### src/hdl/irst_pkg.sv
// -----------------------------------------------------------------------------
// irst_pkg
// Shared types and defaults for the image region slot table.
// -----------------------------------------------------------------------------
package irst_pkg;

   localparam int SLOT_COUNT_DEF  = 16;
   localparam int CELL_LIMIT_DEF  = 297;
   localparam int STAMP_WIDTH_DEF = 32;
   localparam int ID_WIDTH_DEF    = 32;
   localparam int PEND_W          = 7;

   typedef enum logic [1:0] {
      FUNC_DRAW = 2'd0,
      FUNC_GC   = 2'd1,
      FUNC_MODE = 2'd2,
      FUNC_NONE = 2'd3
   } func_type;

   typedef enum logic [2:0] {
      KIND_DEL_IMAGE      = 3'd0,
      KIND_TRANSMIT       = 3'd1,
      KIND_DEL_PLACE      = 3'd2,
      KIND_PLACE_CLASSIC  = 3'd3,
      KIND_PLACE_VIRTUAL  = 3'd4,
      KIND_GRID           = 3'd5,
      KIND_WARN           = 3'd6
   } kind_type;

   typedef enum logic [3:0] {
      OP_IDLE,
      OP_LOAD,
      OP_SCAN_DRAW,
      OP_PICK,
      OP_READ,
      OP_PLAN,
      OP_EMIT_DRAW,
      OP_WRITE_BACK,
      OP_SCAN_MASK,
      OP_SELECT,
      OP_EMIT_MASK,
      OP_FINISH
   } dp_op_type;

   typedef struct packed {
      dp_op_type op;
   } cmd_type;

   typedef struct packed {
      logic     scan_last;
      logic     out_free;
      logic     emit_last;
      logic     pend_empty;
      logic     mask_empty;
      logic     mode_same;
      func_type func;
   } status_type;

endpackage

### src/hdl/irst_ctrl.sv
// -----------------------------------------------------------------------------
// irst_ctrl
// Sequencer for draw, frame collection and mode switch transactions.
// -----------------------------------------------------------------------------
module irst_ctrl (
   input  logic                 clock,
   input  logic                 reset,
   input  logic                 req_valid,
   output logic                 req_stall,
   input  irst_pkg::status_type status,
   output irst_pkg::cmd_type    cmd
);

   typedef enum logic [3:0] {
      S_IDLE,
      S_DSCAN,
      S_DPICK,
      S_DREAD,
      S_DPLAN,
      S_DEMIT,
      S_DWB,
      S_MSCAN,
      S_MSEL,
      S_MEMIT
   } state_type;

   state_type state_ff;
   state_type state_in;

   always_comb begin
      state_in = state_ff;
      cmd.op   = irst_pkg::OP_IDLE;
      case (state_ff)
         S_IDLE: begin
            if (req_valid) begin
               cmd.op = irst_pkg::OP_LOAD;
               case (status.func)
                  irst_pkg::FUNC_DRAW: state_in = S_DSCAN;
                  irst_pkg::FUNC_GC:   state_in = S_MSCAN;
                  irst_pkg::FUNC_MODE: state_in = status.mode_same ? S_IDLE : S_MSCAN;
                  default:             state_in = S_IDLE;
               endcase
            end
         end
         S_DSCAN: begin
            cmd.op = irst_pkg::OP_SCAN_DRAW;
            if (status.scan_last) state_in = S_DPICK;
         end
         S_DPICK: begin
            cmd.op   = irst_pkg::OP_PICK;
            state_in = S_DREAD;
         end
         S_DREAD: begin
            cmd.op   = irst_pkg::OP_READ;
            state_in = S_DPLAN;
         end
         S_DPLAN: begin
            cmd.op   = irst_pkg::OP_PLAN;
            state_in = S_DEMIT;
         end
         S_DEMIT: begin
            // skip straight to write back when the draw needs no command
            if (status.pend_empty) begin
               state_in = S_DWB;
            end else if (status.out_free) begin
               cmd.op = irst_pkg::OP_EMIT_DRAW;
               if (status.emit_last) state_in = S_DWB;
            end
         end
         S_DWB: begin
            cmd.op   = irst_pkg::OP_WRITE_BACK;
            state_in = S_IDLE;
         end
         S_MSCAN: begin
            cmd.op = irst_pkg::OP_SCAN_MASK;
            if (status.scan_last) state_in = S_MSEL;
         end
         S_MSEL: begin
            if (status.mask_empty) begin
               cmd.op   = irst_pkg::OP_FINISH;
               state_in = S_IDLE;
            end else begin
               cmd.op   = irst_pkg::OP_SELECT;
               state_in = S_MEMIT;
            end
         end
         S_MEMIT: begin
            if (status.out_free) begin
               cmd.op   = irst_pkg::OP_EMIT_MASK;
               state_in = S_MSEL;
            end
         end
         default: state_in = S_IDLE;
      endcase
   end

   assign req_stall = (state_ff != S_IDLE);

   always_ff @(posedge clock) begin
      if (reset) begin
         state_ff <= S_IDLE;
      end else begin
         state_ff <= state_in;
      end
   end

endmodule

### src/hdl/irst_dp.sv
// -----------------------------------------------------------------------------
// irst_dp
// Slot storage, scan logic and command register of the slot table.
// -----------------------------------------------------------------------------
module irst_dp #(
   parameter int SLOT_COUNT  = irst_pkg::SLOT_COUNT_DEF,
   parameter int CELL_LIMIT  = irst_pkg::CELL_LIMIT_DEF,
   parameter int STAMP_WIDTH = irst_pkg::STAMP_WIDTH_DEF,
   parameter int ID_WIDTH    = irst_pkg::ID_WIDTH_DEF
) (
   input  logic                 clock,
   input  logic                 reset,
   input  irst_pkg::cmd_type    cmd,
   output irst_pkg::status_type status,
   input  logic [1:0]           req_func,
   input  logic [15:0]          req_region_x,
   input  logic [15:0]          req_region_y,
   input  logic [15:0]          req_region_w,
   input  logic [15:0]          req_region_h,
   input  logic [63:0]          req_content_hash,
   input  logic                 req_exact_fit,
   input  logic                 req_new_mode,
   output logic                 rsp_valid,
   input  logic                 rsp_stall,
   output logic [2:0]           rsp_kind,
   output logic [ID_WIDTH-1:0]  rsp_img_ref,
   output logic [ID_WIDTH-1:0]  rsp_plc_ref,
   output logic [15:0]          rsp_at_x,
   output logic [15:0]          rsp_at_y,
   output logic [15:0]          rsp_cols,
   output logic [15:0]          rsp_rows,
   output logic                 rsp_place_exact,
   output logic                 rsp_last
);

   localparam int IDX_W = $clog2(SLOT_COUNT);
   localparam logic [15:0] LIMIT = 16'(CELL_LIMIT);
   localparam logic [IDX_W-1:0] LAST_IDX = IDX_W'(SLOT_COUNT - 1);
   localparam int PW = irst_pkg::PEND_W;

   // slot storage
   logic [SLOT_COUNT-1:0]  valid_ff;
   logic [63:0]            key_mem    [SLOT_COUNT];
   logic [63:0]            hash_mem   [SLOT_COUNT];
   logic [STAMP_WIDTH-1:0] stamp_mem  [SLOT_COUNT];
   logic [ID_WIDTH-1:0]    img_mem    [SLOT_COUNT];
   logic [ID_WIDTH-1:0]    pid_mem    [SLOT_COUNT];
   logic [SLOT_COUNT-1:0]  placed_mem;
   logic [SLOT_COUNT-1:0]  fit_mem;

   // global state
   logic [STAMP_WIDTH-1:0] draw_clock_ff;
   logic [STAMP_WIDTH-1:0] frame_start_ff;
   logic [ID_WIDTH-1:0]    next_img_ff;
   logic [ID_WIDTH-1:0]    next_pid_ff;
   logic                   mode_ff;
   logic                   warned_ff;

   // latched transaction
   irst_pkg::func_type func_ff;
   logic [15:0]        x_ff, y_ff, w_ff, h_ff;
   logic [63:0]        key_ff;
   logic [63:0]        hash_ff;
   logic               fit_ff;
   logic               new_mode_ff;
   logic               clamped_ff;

   // scan and working registers
   logic [IDX_W-1:0]       ptr_ff;
   logic                   hit_found_ff, free_found_ff;
   logic [IDX_W-1:0]       hit_idx_ff, free_idx_ff, old_idx_ff;
   logic [STAMP_WIDTH-1:0] old_stamp_ff;
   logic                   miss_ff, evict_ff;
   logic [ID_WIDTH-1:0]    w_img_ff, w_pid_ff;
   logic [63:0]            w_hash_ff;
   logic                   w_placed_ff, w_fit_ff;
   logic [PW-1:0]          pend_ff;
   logic [SLOT_COUNT-1:0]  mask_ff;

   // command register
   logic                   rsp_valid_ff;
   logic [2:0]             rsp_kind_ff;
   logic [ID_WIDTH-1:0]    rsp_img_ff, rsp_pid_ff;
   logic [15:0]            rsp_x_ff, rsp_y_ff, rsp_cols_ff, rsp_rows_ff;
   logic                   rsp_exact_ff, rsp_last_ff;

   logic                   out_free;
   logic [15:0]            w_cl, h_cl;
   logic                   clamp_w, clamp_h;
   logic [63:0]            hash_fix;
   logic [IDX_W-1:0]       pick_idx;
   logic [IDX_W-1:0]       mask_low;
   logic [PW-1:0]          pend_rest;
   logic [2:0]             pend_low;
   logic                   tx, fit_chg, del_place, placed_after;

   assign out_free = !rsp_valid_ff || !rsp_stall;

   assign clamp_w  = mode_ff && (req_region_w > LIMIT);
   assign clamp_h  = mode_ff && (req_region_h > LIMIT);
   assign w_cl     = clamp_w ? LIMIT : req_region_w;
   assign h_cl     = clamp_h ? LIMIT : req_region_h;
   assign hash_fix = (req_content_hash == 64'd0) ? 64'd1 : req_content_hash;

   assign pick_idx = hit_found_ff ? hit_idx_ff : (free_found_ff ? free_idx_ff : old_idx_ff);

   always_comb begin
      mask_low = '0;
      for (int i = SLOT_COUNT - 1; i >= 0; i--) begin
         if (mask_ff[i]) mask_low = IDX_W'(i);
      end
   end

   always_comb begin
      pend_low = '0;
      for (int i = PW - 1; i >= 0; i--) begin
         if (pend_ff[i]) pend_low = 3'(i);
      end
   end

   assign pend_rest = pend_ff & (pend_ff - 1'b1);

   // draw plan from the working copy of the slot
   assign tx           = (hash_ff != w_hash_ff);
   assign fit_chg      = (w_fit_ff != fit_ff);
   assign del_place    = (tx || fit_chg) && w_placed_ff;
   assign placed_after = w_placed_ff && !del_place;

   assign status.scan_last  = (ptr_ff == LAST_IDX);
   assign status.out_free   = out_free;
   assign status.emit_last  = (pend_rest == '0);
   assign status.pend_empty = (pend_ff == '0);
   assign status.mask_empty = (mask_ff == '0);
   assign status.mode_same  = (req_new_mode == mode_ff);
   assign status.func       = irst_pkg::func_type'(req_func);

   // control state
   always_ff @(posedge clock) begin
      if (reset) begin
         valid_ff       <= '0;
         draw_clock_ff  <= '0;
         frame_start_ff <= '0;
         next_img_ff    <= ID_WIDTH'(1);
         next_pid_ff    <= ID_WIDTH'(1);
         mode_ff        <= 1'b0;
         warned_ff      <= 1'b0;
         rsp_valid_ff   <= 1'b0;
      end else begin
         if (cmd.op == irst_pkg::OP_EMIT_DRAW || cmd.op == irst_pkg::OP_EMIT_MASK) begin
            rsp_valid_ff <= 1'b1;
         end else if (!rsp_stall) begin
            rsp_valid_ff <= 1'b0;
         end
         case (cmd.op)
            irst_pkg::OP_READ: begin
               if (miss_ff && !evict_ff) begin
                  next_img_ff <= next_img_ff + 1'b1;
                  next_pid_ff <= next_pid_ff + 1'b1;
               end
            end
            irst_pkg::OP_PLAN: begin
               draw_clock_ff <= draw_clock_ff + 1'b1;
               warned_ff     <= warned_ff || clamped_ff;
            end
            irst_pkg::OP_WRITE_BACK: valid_ff[ptr_ff] <= 1'b1;
            irst_pkg::OP_EMIT_MASK: begin
               if (func_ff == irst_pkg::FUNC_GC) valid_ff[ptr_ff] <= 1'b0;
            end
            irst_pkg::OP_FINISH: begin
               if (func_ff == irst_pkg::FUNC_GC) begin
                  frame_start_ff <= draw_clock_ff;
               end else begin
                  mode_ff <= new_mode_ff;
               end
            end
            default: ;
         endcase
      end
   end

   // payload, scan state and slot storage
   always_ff @(posedge clock) begin
      case (cmd.op)
         irst_pkg::OP_LOAD: begin
            func_ff       <= irst_pkg::func_type'(req_func);
            x_ff          <= req_region_x;
            y_ff          <= req_region_y;
            w_ff          <= w_cl;
            h_ff          <= h_cl;
            key_ff        <= {req_region_x, req_region_y, w_cl, h_cl};
            hash_ff       <= hash_fix;
            fit_ff        <= req_exact_fit;
            new_mode_ff   <= req_new_mode;
            clamped_ff    <= clamp_w || clamp_h;
            ptr_ff        <= '0;
            hit_found_ff  <= 1'b0;
            free_found_ff <= 1'b0;
            mask_ff       <= '0;
         end
         irst_pkg::OP_SCAN_DRAW: begin
            if (valid_ff[ptr_ff] && key_mem[ptr_ff] == key_ff && !hit_found_ff) begin
               hit_found_ff <= 1'b1;
               hit_idx_ff   <= ptr_ff;
            end
            if (!valid_ff[ptr_ff] && !free_found_ff) begin
               free_found_ff <= 1'b1;
               free_idx_ff   <= ptr_ff;
            end
            // strict compare keeps the lowest slot on ties
            if (ptr_ff == '0 || stamp_mem[ptr_ff] < old_stamp_ff) begin
               old_stamp_ff <= stamp_mem[ptr_ff];
               old_idx_ff   <= ptr_ff;
            end
            ptr_ff <= ptr_ff + 1'b1;
         end
         irst_pkg::OP_PICK: begin
            ptr_ff   <= pick_idx;
            miss_ff  <= !hit_found_ff;
            evict_ff <= !hit_found_ff && !free_found_ff;
         end
         irst_pkg::OP_READ: begin
            if (miss_ff && !evict_ff) begin
               w_img_ff <= next_img_ff;
               w_pid_ff <= next_pid_ff;
            end else begin
               w_img_ff <= img_mem[ptr_ff];
               w_pid_ff <= pid_mem[ptr_ff];
            end
            w_hash_ff   <= miss_ff ? 64'd0 : hash_mem[ptr_ff];
            w_placed_ff <= miss_ff ? 1'b0 : placed_mem[ptr_ff];
            w_fit_ff    <= miss_ff ? 1'b0 : fit_mem[ptr_ff];
         end
         irst_pkg::OP_PLAN: begin
            pend_ff[irst_pkg::KIND_DEL_IMAGE]     <= evict_ff;
            pend_ff[irst_pkg::KIND_TRANSMIT]      <= tx;
            pend_ff[irst_pkg::KIND_DEL_PLACE]     <= !mode_ff && del_place;
            pend_ff[irst_pkg::KIND_PLACE_CLASSIC] <= !mode_ff && !placed_after;
            pend_ff[irst_pkg::KIND_PLACE_VIRTUAL] <= mode_ff && !w_placed_ff;
            pend_ff[irst_pkg::KIND_GRID]          <= mode_ff;
            pend_ff[irst_pkg::KIND_WARN]          <= clamped_ff && !warned_ff;
         end
         irst_pkg::OP_EMIT_DRAW: begin
            pend_ff      <= pend_rest;
            rsp_kind_ff  <= pend_low;
            rsp_last_ff  <= (pend_rest == '0);
            if (pend_low == irst_pkg::KIND_WARN) begin
               rsp_img_ff <= '0;
               rsp_pid_ff <= '0;
            end else begin
               rsp_img_ff <= w_img_ff;
               rsp_pid_ff <= w_pid_ff;
            end
            if (pend_low == irst_pkg::KIND_PLACE_CLASSIC
                || pend_low == irst_pkg::KIND_PLACE_VIRTUAL
                || pend_low == irst_pkg::KIND_GRID) begin
               rsp_x_ff    <= x_ff;
               rsp_y_ff    <= y_ff;
               rsp_cols_ff <= w_ff;
               rsp_rows_ff <= h_ff;
            end else begin
               rsp_x_ff    <= '0;
               rsp_y_ff    <= '0;
               rsp_cols_ff <= '0;
               rsp_rows_ff <= '0;
            end
            rsp_exact_ff <= (pend_low == irst_pkg::KIND_PLACE_CLASSIC) && fit_ff;
         end
         irst_pkg::OP_WRITE_BACK: begin
            key_mem[ptr_ff]    <= key_ff;
            hash_mem[ptr_ff]   <= hash_ff;
            stamp_mem[ptr_ff]  <= draw_clock_ff;
            img_mem[ptr_ff]    <= w_img_ff;
            pid_mem[ptr_ff]    <= w_pid_ff;
            placed_mem[ptr_ff] <= 1'b1;
            fit_mem[ptr_ff]    <= fit_ff;
         end
         irst_pkg::OP_SCAN_MASK: begin
            if (func_ff == irst_pkg::FUNC_GC) begin
               mask_ff[ptr_ff] <= valid_ff[ptr_ff] && (stamp_mem[ptr_ff] <= frame_start_ff);
            end else begin
               mask_ff[ptr_ff] <= valid_ff[ptr_ff] && placed_mem[ptr_ff] && !mode_ff;
               // force a fresh transmit and placement after the switch
               if (valid_ff[ptr_ff]) begin
                  placed_mem[ptr_ff] <= 1'b0;
                  hash_mem[ptr_ff]   <= 64'd0;
               end
            end
            ptr_ff <= ptr_ff + 1'b1;
         end
         irst_pkg::OP_SELECT: begin
            ptr_ff            <= mask_low;
            mask_ff[mask_low] <= 1'b0;
         end
         irst_pkg::OP_EMIT_MASK: begin
            rsp_kind_ff  <= irst_pkg::KIND_DEL_IMAGE;
            rsp_img_ff   <= img_mem[ptr_ff];
            rsp_pid_ff   <= pid_mem[ptr_ff];
            rsp_x_ff     <= '0;
            rsp_y_ff     <= '0;
            rsp_cols_ff  <= '0;
            rsp_rows_ff  <= '0;
            rsp_exact_ff <= 1'b0;
            rsp_last_ff  <= (mask_ff == '0);
         end
         default: ;
      endcase
   end

   assign rsp_valid        = rsp_valid_ff;
   assign rsp_kind         = rsp_kind_ff;
   assign rsp_img_ref      = rsp_img_ff;
   assign rsp_plc_ref      = rsp_pid_ff;
   assign rsp_at_x         = rsp_x_ff;
   assign rsp_at_y         = rsp_y_ff;
   assign rsp_cols         = rsp_cols_ff;
   assign rsp_rows         = rsp_rows_ff;
   assign rsp_place_exact  = rsp_exact_ff;
   assign rsp_last         = rsp_last_ff;

endmodule

### src/hdl/image_region_slot_table_unit.sv
// -----------------------------------------------------------------------------
// image_region_slot_table_unit
// Region slot table with LRU eviction, frame collection and mode switch.
// -----------------------------------------------------------------------------
// One transaction is taken at a time. A draw, frame collection and a mode
// switch to another mode first walk all SLOT_COUNT slots through a single
// slot read port, one slot per cycle. A draw then picks, reads and plans
// the slot, emits 0 to 5 commands and writes the slot back. Frame
// collection and a mode switch then emit one delete command per marked
// slot. A mode switch to the current mode and an unknown function end at
// the load, with no scan. Output stalls hold the emit states; the command
// register lets a new transaction start while the last command still waits.
module image_region_slot_table_unit #(
   parameter int SLOT_COUNT  = irst_pkg::SLOT_COUNT_DEF,
   parameter int CELL_LIMIT  = irst_pkg::CELL_LIMIT_DEF,
   parameter int STAMP_WIDTH = irst_pkg::STAMP_WIDTH_DEF,
   parameter int ID_WIDTH    = irst_pkg::ID_WIDTH_DEF
) (
   input  logic                clock,
   input  logic                reset,
   input  logic                req_valid,
   output logic                req_stall,
   input  logic [1:0]          req_func,
   input  logic [15:0]         req_region_x,
   input  logic [15:0]         req_region_y,
   input  logic [15:0]         req_region_w,
   input  logic [15:0]         req_region_h,
   input  logic [63:0]         req_content_hash,
   input  logic                req_exact_fit,
   input  logic                req_new_mode,
   output logic                rsp_valid,
   input  logic                rsp_stall,
   output logic [2:0]          rsp_kind,
   output logic [ID_WIDTH-1:0] rsp_img_ref,
   output logic [ID_WIDTH-1:0] rsp_plc_ref,
   output logic [15:0]         rsp_at_x,
   output logic [15:0]         rsp_at_y,
   output logic [15:0]         rsp_cols,
   output logic [15:0]         rsp_rows,
   output logic                rsp_place_exact,
   output logic                rsp_last
);

   irst_pkg::cmd_type    cmd;
   irst_pkg::status_type status;

   irst_ctrl u_ctrl (
      .clock     (clock),
      .reset     (reset),
      .req_valid (req_valid),
      .req_stall (req_stall),
      .status    (status),
      .cmd       (cmd)
   );

   irst_dp #(
      .SLOT_COUNT  (SLOT_COUNT),
      .CELL_LIMIT  (CELL_LIMIT),
      .STAMP_WIDTH (STAMP_WIDTH),
      .ID_WIDTH    (ID_WIDTH)
   ) u_dp (
      .clock            (clock),
      .reset            (reset),
      .cmd              (cmd),
      .status           (status),
      .req_func         (req_func),
      .req_region_x     (req_region_x),
      .req_region_y     (req_region_y),
      .req_region_w     (req_region_w),
      .req_region_h     (req_region_h),
      .req_content_hash (req_content_hash),
      .req_exact_fit    (req_exact_fit),
      .req_new_mode     (req_new_mode),
      .rsp_valid        (rsp_valid),
      .rsp_stall        (rsp_stall),
      .rsp_kind         (rsp_kind),
      .rsp_img_ref      (rsp_img_ref),
      .rsp_plc_ref      (rsp_plc_ref),
      .rsp_at_x         (rsp_at_x),
      .rsp_at_y         (rsp_at_y),
      .rsp_cols         (rsp_cols),
      .rsp_rows         (rsp_rows),
      .rsp_place_exact  (rsp_place_exact),
      .rsp_last         (rsp_last)
   );

endmodule

### config.mk
export PLATFORM = sky130hd
export DESIGN_NAME = image_region_slot_table_unit
export DESIGN_NICKNAME = d
export VERILOG_FILES = /design/src/hdl/irst_pkg.sv /design/src/hdl/irst_ctrl.sv /design/src/hdl/irst_dp.sv /design/src/hdl/image_region_slot_table_unit.sv
export SDC_FILE = /design/constraint.sdc
export NUM_CORES = 2
export LEC_CHECK = 0
export BUFFER_PORTS_ARGS = -buffer_cell sky130_fd_sc_hd__buf_2
export CAP_MARGIN = 10
export CORE_UTILIZATION = 45
export DETAILED_ROUTE_END_ITERATION = 6
export REMOVE_ABC_BUFFERS = 1
export SYNTH_ARGS = -nofsm -noshare
export SYNTH_HDL_FRONTEND = slang
export SYNTH_SLANG_ARGS = --single-unit
### constraint.sdc
create_clock -name clock -period 22.1 [get_ports clock]
set_clock_uncertainty 0.2 [all_clocks]
set_input_delay 3.315 -clock clock [delete_from_list [all_inputs] [get_ports clock]]
set_output_delay 3.315 -clock clock [all_outputs]
set_load 0.02 [all_outputs]
==> metrics.csv <==
stage,metric,value,unit
clock_tree,total CTS buffers,433,
worst_setup_path,register-to-register setup slack,14.39,ns
pwr,Seq pwr share,0.440,
clock_tree,Post-CTS Setup Inserts,0,
clock_tree,clk_lat worst skew,1.00,ns
placement,Placer Congestion,0.814,
worst_setup_path,CP bufs+invs,3,
job,Max-Cap Viols,0,
timing,Slew @ Worst Pin,1.23,ns
pwr,leakage,58.7,nW
worst_setup_path,crit path capture,u_dp.hit_found_ff,
global_route,first-pass GRT wire length,605,mm
route,DR vias,81371,
status,status,"finished, final reports clean",
floorplan,CORE AREA,0.366,mm^2
worst_setup_path,Worst Setup End Kind,flop,
pwr,PwrDens,119,mW/mm^2
logic_synthesis,register area share after synthesis,0.760,
global_route,vias in the first global route,83731,
hold_path,Worst Hold Class,flop to flop,
logic_synthesis,Synth Area per Inst,20.8,um^2
route,Avg WL per Cell,31.0,um
timing,Final min period,7.71,ns
clock_tree,post-CTS resize count,0,
pwr,clock power share,0.325,
logic_synthesis,synth cell count leaders,"4087 x edfxtp_1, 1004 x mux4_2, 270 x nand2_1",
timing,RSZ-0062 raised after global routing,no,
floorplan,boundary pin count,271,
clock_tree,clock transition at the registers of the reported paths,0.06,ns
global_route,grt ovf,0,
worst_setup_path,CP Cell Sequence,buf_4 > buf_4 > buf_4 > nor2b_1 > a22o_1 > a221oi_1 > o21ai_0 > xnor2_1 > nor4_1 > nand4_1 > nor4_2 > or2_1,
pwr,Gate power share,0.234,
clock_tree,CTS Buffer Depth,4,
route,WL final,421,mm
worst_setup_path,Worst Path Arrival,8.23,ns
placement,DPL Wire Length,217,mm
logic_synthesis,Mapped Cells,7959,
pwr,peak supply drop,0.112,mV
layout,Fillers,28781,
timing,Final Max Tran Viols,0,
logic_synthesis,"Distinct cells, synth",90,
timing,Tcrit/Tclk final,0.349,
logic_synthesis,Yosys warning count,0,
pwr,Overall Power,22.2,mW
floorplan,DIE HEIGHT,608,um
layout,fin nets,8577,
worst_setup_path,Crit-path slowest cell,nor4_2,
placement,I/O Buffers,270,
route,DRT Pass-1 Iters,6,
logic_synthesis,Post-synth ARST share,0,
worst_setup_path,capturing point of the worst reg2reg path,u_dp.hit_found_ff,
clock_tree,root buf cell,clkbuf_16,
timing,FMAX,130,MHz
clock_tree,CTS tree,yes,
logic_synthesis,Post-synth EDFFs,4087,
floorplan,std cell rows,222,
floorplan,total die area,0.370,mm^2
pwr,Sw Ratio,0.283,
pwr,P_int,15.9,mW
clock_tree,hold_buf cts,0,
global_route,largest net degree at the start of global routing,152,
worst_setup_path,Crit path largest cell delay,0.98,ns
global_route,global-route usage over all layers,0.225,
timing,Min Hold Slack,0.254,ns
logic_synthesis,most numerous cell in the Yosys netlist,edfxtp_1,
logic_synthesis,Mapped Area,0.166,mm^2
route,Iteration-0 DRC Markers,9221,
floorplan,chip width,608,um
worst_setup_path,WP data required,22.62,ns
route,remaining antenna violation count,0,
worst_setup_path,Critical Path Start Type,flop,
logic_synthesis,register bit total from synthesis,4242,
route,DRC,0,
logic_synthesis,post-synth top area cell,edfxtp_1,
route,Via density,5.99,
global_route,initial antenna violation count,17,
logic_synthesis,top cell type's share of synthesized area,0.742,
floorplan,Initial Util,0.452,
worst_setup_path,critical path type,flop to flop,
logic_synthesis,Most used DFF post-synth,edfxtp_1,
timing,Slew headroom,0.174,
worst_setup_path,crit-path leading delay family,simple AND/OR/NAND/NOR gates,
worst_setup_path,Reg2Reg Depth,12,
clock_tree,H-tree depth,5,
layout,ratio of cells with drive above 1 in the final layout,0.252,
timing,Fin. Hold Viols,0,
clock_tree,clock sinks,4242,
worst_setup_path,Most common cell on crit path,buf_4,
pwr,Psw,6.27,mW
layout,Layout area overhead,12.7,%
timing,"Setup violations, final",0,
logic_synthesis,Synth area leaders,"edfxtp_1 74%, mux4_2 14%, dfxtp_1 1.9%, mux2i_1 0.91%, xnor2_1 0.65%",
worst_setup_path,CP Max Fanout,61,
worst_setup_path,critical path depth,12,
-- area by class of cell --
cell class	count	area (um^2)	share of cell area
inverter	122	564	0.00302
clock buffer	550	11600	0.0623
tap	4816	6030	0.0323
antenna	23	57.6	0.000308
multi-input combinational	3143	37300	0.200
clock inverter	257	2330	0.0125
timing repair buffer	429	2790	0.0149
sequential	4242	126000	0.675
-- per-layer routing --
metal | vias to the layer above | share of wire | track usage
met4 | 4 | 0.033 | 0.0718
met2 | 3310 | 0.49 | 0.369
met3 | 656 | 0.067 | 0.0289
met5 | - | 0.000064 | 0
met1 | 43825 | 0.41 | 0.315
li1 | 33576 | - | -
-- how the worst min path moves through the flow --
stage	slack [ns]	depth (start not counted)	startpoint	endpoint
final	0.25	2	u_dp.frame_start_ff[2]	u_dp.frame_start_ff[2]
after global routing	0.27	2	u_dp.frame_start_ff[2]	u_dp.frame_start_ff[2]
after floorplan	0.23	2	u_dp.warned_ff	u_dp.warned_ff
after CTS	0.26	2	u_dp.frame_start_ff[31]	u_dp.frame_start_ff[31]
after detailed placement	0.25	2	u_dp.frame_start_ff[31]	u_dp.frame_start_ff[31]
after global placement	0.24	2	u_dp.frame_start_ff[22]	u_dp.frame_start_ff[22]
-- power groups by stage --
stage          Clock, mW  Sequential (mW)  Combinational, mW
2_1_floorplan          0             10.4               5.28
3_3_place_gp           0             9.91               5.21
3_5_place_dp           0             9.93               5.24
4_1_cts             7.32             9.76               5.26
5_1_grt             7.61             9.79               5.55
6_report            7.21             9.76               5.19
-- metrics by stage --
step                      std cells   util  setup TNS, ns  instance area, um^2  worst slack, ns
after detailed placement      12751  0.472              0               173000            14.44
final                         13582  0.510              0               187000            14.39
after CTS                     13558  0.510              0               187000            14.49
after floorplan                7507      -        -467.33               163000           -12.34
after global placement        12750  0.472              0               173000            14.29
after global routing          13575  0.510              0               187000            14.20
-- flip-flops by register name, indices dropped and copies added, names as in the netlist, 32 cells and up, named ones only --
signal	flops
u_dp.img_mem	512
u_dp.key_ff	63
u_dp.next_pid_ff	32
u_dp.rsp_img_ref	32
u_dp.pid_mem	512
u_dp.rsp_plc_ref	32
u_dp.w_hash_ff	64
u_dp.frame_start_ff	32
u_dp.w_img_ff	32
u_dp.w_pid_ff	32
u_dp.hash_mem	1024
u_dp.draw_clock_ff	32
u_dp.next_img_ff	32
u_dp.key_mem	1024
u_dp.old_stamp_ff	32
u_dp.stamp_mem	512
u_dp.hash_ff	64
-- placed cells by master (no fill, tap or decap), drive strengths merged, types with 75 or more instances in the layout --
cell type,netlist,layout
a21oi,139,139
and2,84,84
buf,192,429
clkbuf,260,550
clkinv,1,194
dfxtp,155,155
edfxtp,4087,4087
inv,121,137
mux2,89,89
mux2i,150,150
mux4,1010,1010
nand2,270,270
nor2,198,198
nor2b,160,160
o21ai,105,105
xnor2,123,123
xor2,75,75
-- worst register-to-register path, cell delays in order, from the launching register on --
cell	delay (ns)
dfxtp_4	0.95
buf_4	0.99
buf_4	0.80
buf_4	0.84
nor2b_1	0.78
a22o_1	0.26
a221oi_1	0.05
o21ai_0	0.25
xnor2_1	0.11
nor4_1	0.74
nand4_1	0.31
nor4_2	0.99
or2_1	0.22
-- cells by family after synthesis --
family | count (synthesis) | synth area share
AOI/OAI and AO/OA | 547 | 0.0220
xor gates and xnor gates | 198 | 0.0105
adders and majority gates | 72 | 0.00541
buffers and inverters | 574 | 0.0156
DFF | 4242 | 0.760
muxes | 1249 | 0.153
and+or+nand+nor | 1077 | 0.0335
No activity file was read; power rests on OpenSTA's default activity.
